==> config.mk <==
export PLATFORM = sky130hd
export DESIGN_NAME = key_click_long_press_detector_core
export DESIGN_NICKNAME = d
export VERILOG_FILES = /design/src/rtl/core/kcd_pkg.sv /design/src/rtl/core/kcd_pick.sv /design/src/rtl/core/kcd_slot.sv /design/src/rtl/core/key_click_long_press_detector_core.sv
export SDC_FILE = /design/constraint.sdc
export NUM_CORES = 1
export LEC_CHECK = 0
export BUFFER_PORTS_ARGS = -buffer_cell sky130_fd_sc_hd__buf_2
export CAP_MARGIN = 5
export CORE_MARGIN = 1
export CORE_UTILIZATION = 38
export DETAILED_ROUTE_END_ITERATION = 7
export PLACE_DENSITY_LB_ADDON = 0.1
export SLEW_MARGIN = 10
export SYNTH_ARGS = -nofsm -noshare
export SYNTH_HDL_FRONTEND = slang
export SYNTH_SLANG_ARGS = --single-unit
==> constraint.sdc <==
create_clock -name clk -period 3.8 [get_ports clk]
set_input_delay 0.19 -clock clk [delete_from_list [all_inputs] [get_ports clk]]
set_output_delay 0.19 -clock clk [all_outputs]
set_load 0.1 [all_outputs]
==> src/rtl/core/kcd_pkg.sv <==
// Shared types and constants for the key click / long press detector.
// Depends on nothing; used by every module of the block.
`default_nettype none

package kcd_pkg;

  localparam int SLOTS        = 8;
  localparam int NUM_KEYS_DEF = 8;
  localparam int PIN_W        = 8;
  localparam int BOUNCE_W     = 4;
  localparam int WINDOW_W     = 8;
  localparam int HOLD_W       = 10;
  localparam int CLICK_W      = 2;
  localparam int CFG_DATA_W   = 10;
  localparam int CFG_IDX_W    = 3;

  localparam logic [BOUNCE_W-1:0] DEBOUNCE_RST = 4'd5;
  localparam logic [WINDOW_W-1:0] WINDOW_RST   = 8'd30;
  localparam logic [HOLD_W-1:0]   LONG_RST     = 10'd300;
  localparam logic [CLICK_W-1:0]  CLICK_MAX    = 2'd3;
  localparam logic [HOLD_W-1:0]   HOLD_MAX     = {HOLD_W{1'b1}};

  typedef enum logic [1:0] {
    EV_NONE   = 2'd0,
    EV_CLICK  = 2'd1,
    EV_DOUBLE = 2'd2,
    EV_LONG   = 2'd3
  } key_event_t;

  typedef enum logic [CFG_IDX_W-1:0] {
    REG_DEBOUNCE   = 3'd0,
    REG_WINDOW     = 3'd1,
    REG_LONG_PRESS = 3'd2,
    REG_DOUBLE_EN  = 3'd3,
    REG_LONG_EN    = 3'd4
  } cfg_reg_t;

  typedef struct packed {
    logic [BOUNCE_W-1:0] debounce_ticks;
    logic [WINDOW_W-1:0] double_window_ticks;
    logic [HOLD_W-1:0]   long_press_ticks;
    logic                double_click_enable;
    logic                long_press_enable;
  } kcd_cfg_t;

endpackage

`default_nettype wire

==> src/rtl/core/kcd_pick.sv <==
// Priority pick of the first pressed pin and its mapping to a key slot.
// Depends on kcd_pkg.
`default_nettype none

module kcd_pick #(
  parameter int NUM_KEYS = kcd_pkg::NUM_KEYS_DEF
) (
  input  wire logic [kcd_pkg::PIN_W-1:0] pins,
  output logic      [kcd_pkg::SLOTS-1:0] pressed
);

  logic       found;
  logic [2:0] slot;

  // Pin p maps to slot (p + 4) mod 8; a slot at or above NUM_KEYS means no key.
  always_comb begin
    pressed = '0;
    found   = 1'b0;
    slot    = '0;
    for (int p = 0; p < kcd_pkg::PIN_W; p++) begin
      if (!found && !pins[p]) begin
        found = 1'b1;
        slot  = 3'(p + 4);
        if (int'(slot) < NUM_KEYS) begin
          pressed[slot] = 1'b1;
        end
      end
    end
  end

endmodule

`default_nettype wire

==> src/rtl/core/kcd_slot.sv <==
// Per-key state: debounce, click counting, double-click window, hold timer.
// Depends on kcd_pkg.
`default_nettype none

module kcd_slot (
  input  wire logic               clk,
  input  wire logic               rst,
  input  wire logic               adv,
  input  wire logic               level,
  input  wire kcd_pkg::kcd_cfg_t  cfg,
  output kcd_pkg::key_event_t     ev
);

  logic                         stable, stable_next;
  logic [kcd_pkg::BOUNCE_W-1:0] bounce, bounce_next;
  logic [kcd_pkg::CLICK_W-1:0]  clicks, clicks_next;
  logic [kcd_pkg::WINDOW_W-1:0] window, window_next;
  logic [kcd_pkg::HOLD_W-1:0]   hold, hold_next;
  logic                         long_mode, long_next;

  logic [kcd_pkg::BOUNCE_W:0]   bounce_inc;
  logic [kcd_pkg::WINDOW_W:0]   window_inc;
  logic [kcd_pkg::HOLD_W-1:0]   hold_inc;

  assign bounce_inc = {1'b0, bounce} + 1'b1;
  assign window_inc = (clicks != '0) ? {1'b0, window} + 1'b1 : '0;
  assign hold_inc   = hold + 1'b1;

  always_comb begin
    ev          = kcd_pkg::EV_NONE;
    stable_next = stable;
    bounce_next = bounce;
    clicks_next = clicks;
    window_next = window;
    hold_next   = hold;
    long_next   = long_mode;
    if (level != stable) begin
      if (bounce_inc > {1'b0, cfg.debounce_ticks}) begin
        bounce_next = '0;
        // accepted release that does not end a long press
        if (!level && !long_mode) begin
          if (cfg.double_click_enable) begin
            if (clicks != kcd_pkg::CLICK_MAX) begin
              clicks_next = clicks + 1'b1;
            end
          end else begin
            clicks_next = '0;
            ev          = kcd_pkg::EV_CLICK;
          end
        end
        stable_next = level;
      end else begin
        bounce_next = bounce_inc[kcd_pkg::BOUNCE_W-1:0];
      end
    end else begin
      bounce_next = '0;
      if (cfg.double_click_enable) begin
        if (window_inc > {1'b0, cfg.double_window_ticks}) begin
          window_next = '0;
          if (clicks == 2'd2) begin
            ev = kcd_pkg::EV_DOUBLE;
          end else if (clicks == 2'd1) begin
            ev = kcd_pkg::EV_CLICK;
          end
          clicks_next = '0;
        end else begin
          window_next = window_inc[kcd_pkg::WINDOW_W-1:0];
        end
      end
      // long press overrides a resolved click in the same tick
      if (cfg.long_press_enable) begin
        if (level) begin
          if (hold <= cfg.long_press_ticks && hold != kcd_pkg::HOLD_MAX) begin
            hold_next = hold_inc;
            if (hold_inc == cfg.long_press_ticks) begin
              long_next   = 1'b1;
              clicks_next = '0;
              ev          = kcd_pkg::EV_LONG;
            end
          end
        end else begin
          hold_next = '0;
          long_next = 1'b0;
        end
      end
    end
    if (!cfg.double_click_enable) begin
      clicks_next = '0;
    end
    if (!cfg.long_press_enable) begin
      hold_next = '0;
      long_next = 1'b0;
    end
  end

  always_ff @(posedge clk) begin
    if (rst) begin
      stable    <= 1'b0;
      bounce    <= '0;
      clicks    <= '0;
      window    <= '0;
      hold      <= '0;
      long_mode <= 1'b0;
    end else if (adv) begin
      stable    <= stable_next;
      bounce    <= bounce_next;
      clicks    <= clicks_next;
      window    <= window_next;
      hold      <= hold_next;
      long_mode <= long_next;
    end
  end

endmodule

`default_nettype wire

==> src/rtl/core/key_click_long_press_detector_core.sv <==
// Top level of the key click / double click / long press detector.
// Depends on kcd_pkg, kcd_pick and kcd_slot.
//
// Usage:
//  - Input channel (in_valid / in_ready / key_pins): one beat per scan tick,
//    eight active-low pins. The first pressed pin in order 0..7 picks the
//    only key seen as pressed this tick; no pressed pin means all released.
//  - Output channel (out_valid / out_ready / event_key0..7): one beat per
//    input beat, a 2-bit event per key (none, click, double, long).
//  - Config port: cfg_wr_en writes cfg_wdata into register cfg_index at the
//    clock edge; unknown indexes are ignored. Write only while idle.
//  - Throughput: one beat per cycle while out_ready stays high. The input
//    register feeds the per-key update logic, which writes the result
//    register in the same cycle.
//  - Reset: key state clears, registers return to 5, 30, 300, 1, 1, and
//    both valid flags drop.
//  - Stall: while out_ready is low the result holds and the input register
//    keeps one more beat; in_ready then drops until the result is taken.
`default_nettype none

module key_click_long_press_detector_core #(
  parameter int NUM_KEYS = kcd_pkg::NUM_KEYS_DEF
) (
  input  wire logic                            clk,
  input  wire logic                            rst,
  input  wire logic                            in_valid,
  output logic                                 in_ready,
  input  wire logic [kcd_pkg::PIN_W-1:0]       key_pins,
  output logic                                 out_valid,
  input  wire logic                            out_ready,
  output logic [1:0]                           event_key0,
  output logic [1:0]                           event_key1,
  output logic [1:0]                           event_key2,
  output logic [1:0]                           event_key3,
  output logic [1:0]                           event_key4,
  output logic [1:0]                           event_key5,
  output logic [1:0]                           event_key6,
  output logic [1:0]                           event_key7,
  input  wire logic                            cfg_wr_en,
  input  wire logic [kcd_pkg::CFG_IDX_W-1:0]   cfg_index,
  input  wire logic [kcd_pkg::CFG_DATA_W-1:0]  cfg_wdata
);

  kcd_pkg::kcd_cfg_t   cfg;
  logic                s1_valid;
  logic [kcd_pkg::PIN_W-1:0] s1_pins;
  logic                adv;
  logic [kcd_pkg::SLOTS-1:0] pressed;
  kcd_pkg::key_event_t slot_ev [kcd_pkg::SLOTS];
  kcd_pkg::key_event_t ev_q    [kcd_pkg::SLOTS];

  // Config registers.
  always_ff @(posedge clk) begin
    if (rst) begin
      cfg.debounce_ticks      <= kcd_pkg::DEBOUNCE_RST;
      cfg.double_window_ticks <= kcd_pkg::WINDOW_RST;
      cfg.long_press_ticks    <= kcd_pkg::LONG_RST;
      cfg.double_click_enable <= 1'b1;
      cfg.long_press_enable   <= 1'b1;
    end else if (cfg_wr_en) begin
      unique case (kcd_pkg::cfg_reg_t'(cfg_index))
        kcd_pkg::REG_DEBOUNCE:
          cfg.debounce_ticks <= cfg_wdata[kcd_pkg::BOUNCE_W-1:0];
        kcd_pkg::REG_WINDOW:
          cfg.double_window_ticks <= cfg_wdata[kcd_pkg::WINDOW_W-1:0];
        kcd_pkg::REG_LONG_PRESS:
          cfg.long_press_ticks <= cfg_wdata[kcd_pkg::HOLD_W-1:0];
        kcd_pkg::REG_DOUBLE_EN:
          cfg.double_click_enable <= cfg_wdata[0];
        kcd_pkg::REG_LONG_EN:
          cfg.long_press_enable <= cfg_wdata[0];
        default: ;
      endcase
    end
  end

  // Advance the input beat into the result register whenever it is free.
  assign adv      = s1_valid && (!out_valid || out_ready);
  assign in_ready = !s1_valid || adv;

  // Input register.
  always_ff @(posedge clk) begin
    if (rst) begin
      s1_valid <= 1'b0;
    end else if (in_ready) begin
      s1_valid <= in_valid;
    end
  end

  always_ff @(posedge clk) begin
    if (in_valid && in_ready) begin
      s1_pins <= key_pins;
    end
  end

  kcd_pick #(.NUM_KEYS(NUM_KEYS)) u_pick (
    .pins    (s1_pins),
    .pressed (pressed)
  );

  // One slot per key; unused slots report no event.
  for (genvar i = 0; i < kcd_pkg::SLOTS; i++) begin : g_slot
    if (i < NUM_KEYS) begin : g_used
      kcd_slot u_slot (
        .clk   (clk),
        .rst   (rst),
        .adv   (adv),
        .level (pressed[i]),
        .cfg   (cfg),
        .ev    (slot_ev[i])
      );
    end else begin : g_unused
      assign slot_ev[i] = kcd_pkg::EV_NONE;
    end
  end

  // Result register.
  always_ff @(posedge clk) begin
    if (rst) begin
      out_valid <= 1'b0;
    end else if (adv) begin
      out_valid <= 1'b1;
    end else if (out_ready) begin
      out_valid <= 1'b0;
    end
  end

  always_ff @(posedge clk) begin
    if (adv) begin
      ev_q <= slot_ev;
    end
  end

  assign event_key0 = 2'(ev_q[0]);
  assign event_key1 = 2'(ev_q[1]);
  assign event_key2 = 2'(ev_q[2]);
  assign event_key3 = 2'(ev_q[3]);
  assign event_key4 = 2'(ev_q[4]);
  assign event_key5 = 2'(ev_q[5]);
  assign event_key6 = 2'(ev_q[6]);
  assign event_key7 = 2'(ev_q[7]);

endmodule

`default_nettype wire

=== Word level (Yosys, flattened, before mapping) ===
Cells that the tools add are included.

* Bits of input ports: 26
* Logic and storage cells: 629
* Register bits after elaboration: 258
* Output and inout bits: 18

* Mux-type cells: 289
* Add/sub/neg operators: 32
* Reductions and logical operators: 112
* $lt $le $gt $ge: 24
* Equality and inequality tests: 100
* Bitwise gates (word level): 8

{| class="wikitable"
|+ Operators with widths
! cell !! number
|-
| 10-bit 2-to-1 mux || 32
|-
| 2-bit 2-to-1 mux || 156
|-
| 3-bit inequality test (second input constant) || 38
|-
| 10-bit by 1-bit adder with 10-bit output (second input constant) || 8
|-
| 10-bit == test || 8
|-
| 10-bit <= comparator || 8
|-
| 10-bit inequality test (second input constant) || 8
|-
| 8-bit by 1-bit adder with 9-bit output (second input constant) || 8
|-
| 9-bit by 8-bit > comparator with 1-bit output || 8
|-
| 9-bit 2-to-1 mux || 8
|-
| 3-bit AND reduction || 24
|-
| 1-bit 2-to-1 mux || 69
|-
| 4-bit 2-to-1 mux || 16
|-
| 8-bit 2-to-1 mux || 8
|-
| 4-bit AND reduction || 16
|-
| 4-bit by 1-bit adder with 5-bit output (second input constant) || 8
|-
| 5-bit by 4-bit > comparator with 1-bit output || 8
|-
| 2-bit inequality test (second input constant) || 16
|-
| 1-bit zero test || 30
|-
| 1-bit logical AND || 25
|-
| 2-bit nonzero test || 9
|-
| 2-bit by 1-bit adder with 2-bit output (second input constant) || 8
|-
| 2-bit by 1-bit == test with 1-bit output (second input constant) || 8
|-
| 2-bit == test (second input constant) || 8
|-
| 9 further kinds || 30
|}

=== Depth between registers and ports, before layout ===
* Depth after elaboration: 27
* Depth in mapped cells: 14
* Depth with buffers taken out: 13

=== Modules after synthesis ===
A second synthesis with hierarchy kept.

* Cell total of the unflattened synthesis: 2,573
* Area total of the unflattened synthesis: 20,856.3 sq um

{| class="wikitable"
|+ Modules (own cells, without submodules)
! module !! cells each !! area each (sq um) !! instances !! seq. area each (sq um)
|-
| kcd_slot at g_slot[2].g_used.u_slot ... || 312 || 2,471.1 || 3 || 520.5
|-
| kcd_slot at g_slot[0].g_used.u_slot ... || 287 || 2,252.2 || 3 || 520.5
|-
| kcd_slot at g_slot[7].g_used.u_slot || 322 || 2,444.8 || 1 || 520.5
|-
| kcd_slot at g_slot[1].g_used.u_slot || 309 || 2,326.0 || 1 || 520.5
|-
| key_click_long_press_detector_core || 134 || 1,845.5 || 1 || 1,241.2
|-
| kcd_pick || 11 || 70.1 || 1 || 0.0
|}

=== Worst setup path after synthesis ===
Ideal clock, no wire load.

* Kind: register to register
* From: register, netlist name cfg[8]
* To: register g_slot[4].g_used.u_slot.hold[7] in the netlist's numbering
* Required time: 3,730 ps
* Library setup time: 70 ps
* Data arrival time: 3,029 ps
* Clock period less this slack: 3,100 ps
* Path slack: 700 ps
* Cell stages (with the launch flop): 12
* Path buffers: 2
* Cells stage by stage: dfxtp_1 > clkbuf_1 > inv_1 > ha_1 > and3_1 > a221oi_1 > o211ai_1 > a21oi_1 > a41oi_1 > clkbuf_1 > or4b_2 > a21oi_1

* Longest elaborated chain between the ends: 4

{| class="wikitable"
|+ RTL lines
! item !! line !! text
|-
| 10-bit <= comparator || kcd_slot.sv:73 || <nowiki>if (hold <= cfg.long_press_ticks && hold != kcd_pkg::HOLD_MAX) begin</nowiki>
|-
| 1-bit logical AND || kcd_slot.sv:73 ||
|-
| 3-bit by 1-bit inequality test with 1-bit output (no line) || -- ||
|-
| 3-bit AND reduction (no line) || -- ||
|-
| end signal: assignment || kcd_slot.sv:109 || <nowiki>hold <= hold_next;</nowiki>
|-
| end: declaration || kcd_slot.sv:18 || <nowiki>logic [kcd_pkg::HOLD_W-1:0] hold, hold_next;</nowiki>
|}

Every way passes these cells.
A chain may end at the register's enable or synchronous reset.

=== Worst setup path after layout ===
* From: register, netlist name cfg[7]
* To: register g_slot[5].g_used.u_slot.hold[9] in the netlist's numbering

* Longest elaborated chain between the ends: 4

{| class="wikitable"
|+ RTL lines
! item !! line
|-
| 10-bit <= comparator || kcd_slot.sv:73
|-
| 1-bit logical AND || kcd_slot.sv:73
|-
| 3-bit inequality test (no line) || --
|-
| 3-bit AND reduction (no line) || --
|-
| end signal: assignment || kcd_slot.sv:109
|-
| end: declaration || kcd_slot.sv:18
|}

Every way passes these cells.

==> summary.md <==
| Metric | Value |
|---|---|
| Required time worst endpoint | 4.23 ns |
| Largest net degree at the start of global routing | 79 |
| Worst slew pin tran | 1.231 ns |
| Placed cell areas | 0.02044 mm^2 |
| Detailed-route wire length per cell | 19.28 um |
| Fmax | 280.5 MHz |
| Sequential element share of the synthesized area | 0.2769 |
| Max VDD drop | 0.2170 mV |
| N_diodes | 0 |
| Total wire length | 60470 um |
| Max-Cap Viols | 0 |
| Worst reg2reg path depth | 9 |
| Share of layout cells above drive strength 1 | 0.07221 |
| Critical setup path kind | flop to flop |
| Worst setup SP type | flop |
| Clock skew | 0.02082 ns |
| Setup bufs post-CTS | 0 |
| Worst skew pair latency | 0.56 ns |
| R2R Path Start | cfg[7] |
| Number of synthesized flops with an enable pin | 24 |
| CP Capture Point | g_slot[5].g_used.u_slot.hold[9] |
| GRT overflow | 0 |
| Filler instances | 5006 |
| Status | finished clean |
| Vias | 18090 |
| Leak pwr | 8.316 nW |
| Final setup violating endpoints | 0 |
| Slowest CP cell | a2111oi_0 |
| Synth top area cells | dfxtp_1, ha_1, xnor2_1 |
| Root buffer cell | clkbuf_16 |
| RSZ-0062 raised after global routing | false |
| Via density per instance | 5.766 |
| Row cnt | 82 |
| Reg2reg setup slack | 0.24 ns |
| Final instance area | 0.02180 mm^2 |
| Drt first pass iters | 5 |
| Mapped Area | 0.01952 mm^2 |
| Final setup TNS | 0 ns |
| IO Port Bufs | 43 |
| Worst r2r dst | g_slot[5].g_used.u_slot.hold[9] |
| Endpoints failing hold | 0 |
| Count leader, synth | dfxtp_1 |
| Syn Area/Cell | 8.106 um^2 |
| Vias in the first global route | 17220 |
| Die Span Y | 228.6 um |
| CP cell instances | clkinv_1 > ha_1 > a41oi_1 > o21ai_0 > a2111oi_0 > a31oi_1 > nor4_1 > xnor2_1 > nor2_1 |
| Number of remaining DRC errors | 0 |
| Top cell type's share of synthesized area | 0.2400 |
| Die extent in x | 228.6 um |
| Post-Route Utilization | 0.4327 |
| CTS tree | built |
| Total GRT Usage | 0.2292 |
| Slew Limit Fails | 0 |
| Rel. slew slack | 0.1755 |
| Post-Syn Instances | 2408 |
| Starting DRT DRC Count | 1330 |
| Syn nets | 2666 |
| CP Capture Type | flop |
| Global-route wire length before repair | 95970 um |
| Clk buf depth | 3 |
| Ports | 44 |
| Synth-to-layout area growth | 11.68% |
| Pwr dens | 310.9 mW/mm^2 |
| CTS buffer count | 36 |
| Tcrit/Tclk final | 0.9380 |
| Post-synthesis register bit count | 258 |
| Ys async rst share | 0 |
| Gp weighted congestion | 0.8662 |
| Max stage delay on crit path | 0.85 ns |
| Yosys top cell by area | dfxtp_1 |
| Initial antenna violation count | 0 |
| Min-delay worst type | input port to flop |
| Fin crit period | 3.564 ns |
| Clock Pin Slew Worst Setup and Hold Paths | 0.06 ns |
| Crit Path Max Fanout | 17 |
| Yosys synthesis warning count | 0 |
| Die area | 0.05228 mm^2 |
| Total clock sinks | 258 |
| Yosys cell types | 84 |
| Nets | 2697 |
| WP data arrival | 3.99 ns |
| Detailed Place HPWL | 43820 um |
| H-tree levels | 2 |
| Initial Util | 0.3875 |
| Remaining antenna violation count | 0 |
| Critical Path Start | cfg[7] |
| Top cells by count, synth | dfxtp_1, ha_1, nor2_1, a21oi_1, nand2_1 |
| Core ar. | 0.05038 mm^2 |
| Most used DFF post-synth | dfxtp_1 |
==> cell usage in the layout, fill, tap and decap left out, types with 16 or more instances in the layout <==
cell,n
nand3_1,160
xor2_1,64
clkbuf_16,37
a22oi_1,16
and3_1,30
edfxtp_1,24
a31oi_1,23
ha_1,232
nor2_1,220
o21a_1,26
nand2_1,182
buf_2,42
nor4_1,18
a21oi_1,204
or3_1,44
xnor2_1,137
o21ai_0,98
a21o_1,41
inv_1,72
nor3_1,55
nand2b_1,21
dfxtp_1,234
dlygate4sd3_1,20
nand4_1,55
buf_4,42
nor2b_1,41
mux2i_1,20
==> worst max-delay path, delay by kind of cell, from the launching register on <==
kind            cells  cell delay (ns)
compound gates      4             1.82
xor+xnor            1             0.16
fa+ha+maj           1             0.41
buf+inv             1             0.25
flops               1             0.33
simple gates        2             0.47
==> metrics by stage <==
stage | total power, mW | hold slack [ns] | setup WS, ns | instances
5_1_grt | 7.024 | 0.06116 | 0.06872 | 3137
3_5_place_dp | 3.452 | 0.3696 | 0.2468 | 3053
4_1_cts | 6.872 | 0.02008 | 0.2455 | 3137
3_3_place_gp | 3.444 | 0.3675 | 0.3416 | 3053
6_report | 6.778 | 0.05112 | 0.2355 | 3137
2_1_floorplan | 3.254 | 0.2889 | 0.7001 | 2408
==> power by group <==
part           internal, mW  switching [mW]  leakage, nW
Sequential             2.78          0.0357         2.12
Clock                  2.01            1.36        0.572
Combinational         0.180           0.418         5.63
==> area by class of cell <==
class	instances	area, um^2	share of cell area
clock inverter	13	133.9	0.006142
clock buffer	51	1018	0.04672
sequential	258	5405	0.2480
timing repair buffer	105	737.0	0.03381
multi-input combinational	1964	13390	0.6140
inverter	74	277.8	0.01274
tap	672	840.8	0.03857
==> routing by layer <==
layer / track usage / wire length (um)
met3: 0.02483 / 3122
met1: 0.3180 / 28630
met4: 0.08641 / 1930
met5: 0 / 0
met2: 0.3640 / 26780
==> what timing repair did <==
action	4_1_cts	5_1_grt
hold buffers	20	0
resized for setup	0	1
endpoints found under the setup margin	0	1
endpoints found under the hold margin	29	0
==> registers in the layout, indices dropped and copies added, names as in the netlist, 8 cells and up <==
signal and flops:
cfg 24, g_slot.g_used.u_slot.bounce 32, g_slot.g_used.u_slot.clicks 16, g_slot.g_used.u_slot.hold 80
g_slot.g_used.u_slot.long_mode 8, g_slot.g_used.u_slot.stable 8, g_slot.g_used.u_slot.window 64, s1_pins 8
==> cells by family after synthesis <==
group,after synthesis,synth area share
xor gates and xnor gates,201,0.09019
muxes,23,0.01199
buffers and inverters,186,0.03750
DFF,258,0.2769
and+or+nand+nor,944,0.2493
adders and majority gates,232,0.1487
AOI/OAI and AO/OA,564,0.1854
==> worst min path at each step <==
stage            endpoint  cells after the start          from
6_report           cfg[1]                      4  cfg_index[1]
5_1_grt            cfg[1]                      4  cfg_index[1]
4_1_cts            cfg[1]                      4  cfg_index[1]
3_5_place_dp   s1_pins[0]                      1   key_pins[0]
3_3_place_gp   s1_pins[0]                      1   key_pins[0]
2_1_floorplan  s1_pins[0]                      0   key_pins[0]
No activity file was read; power rests on OpenSTA's default activity.
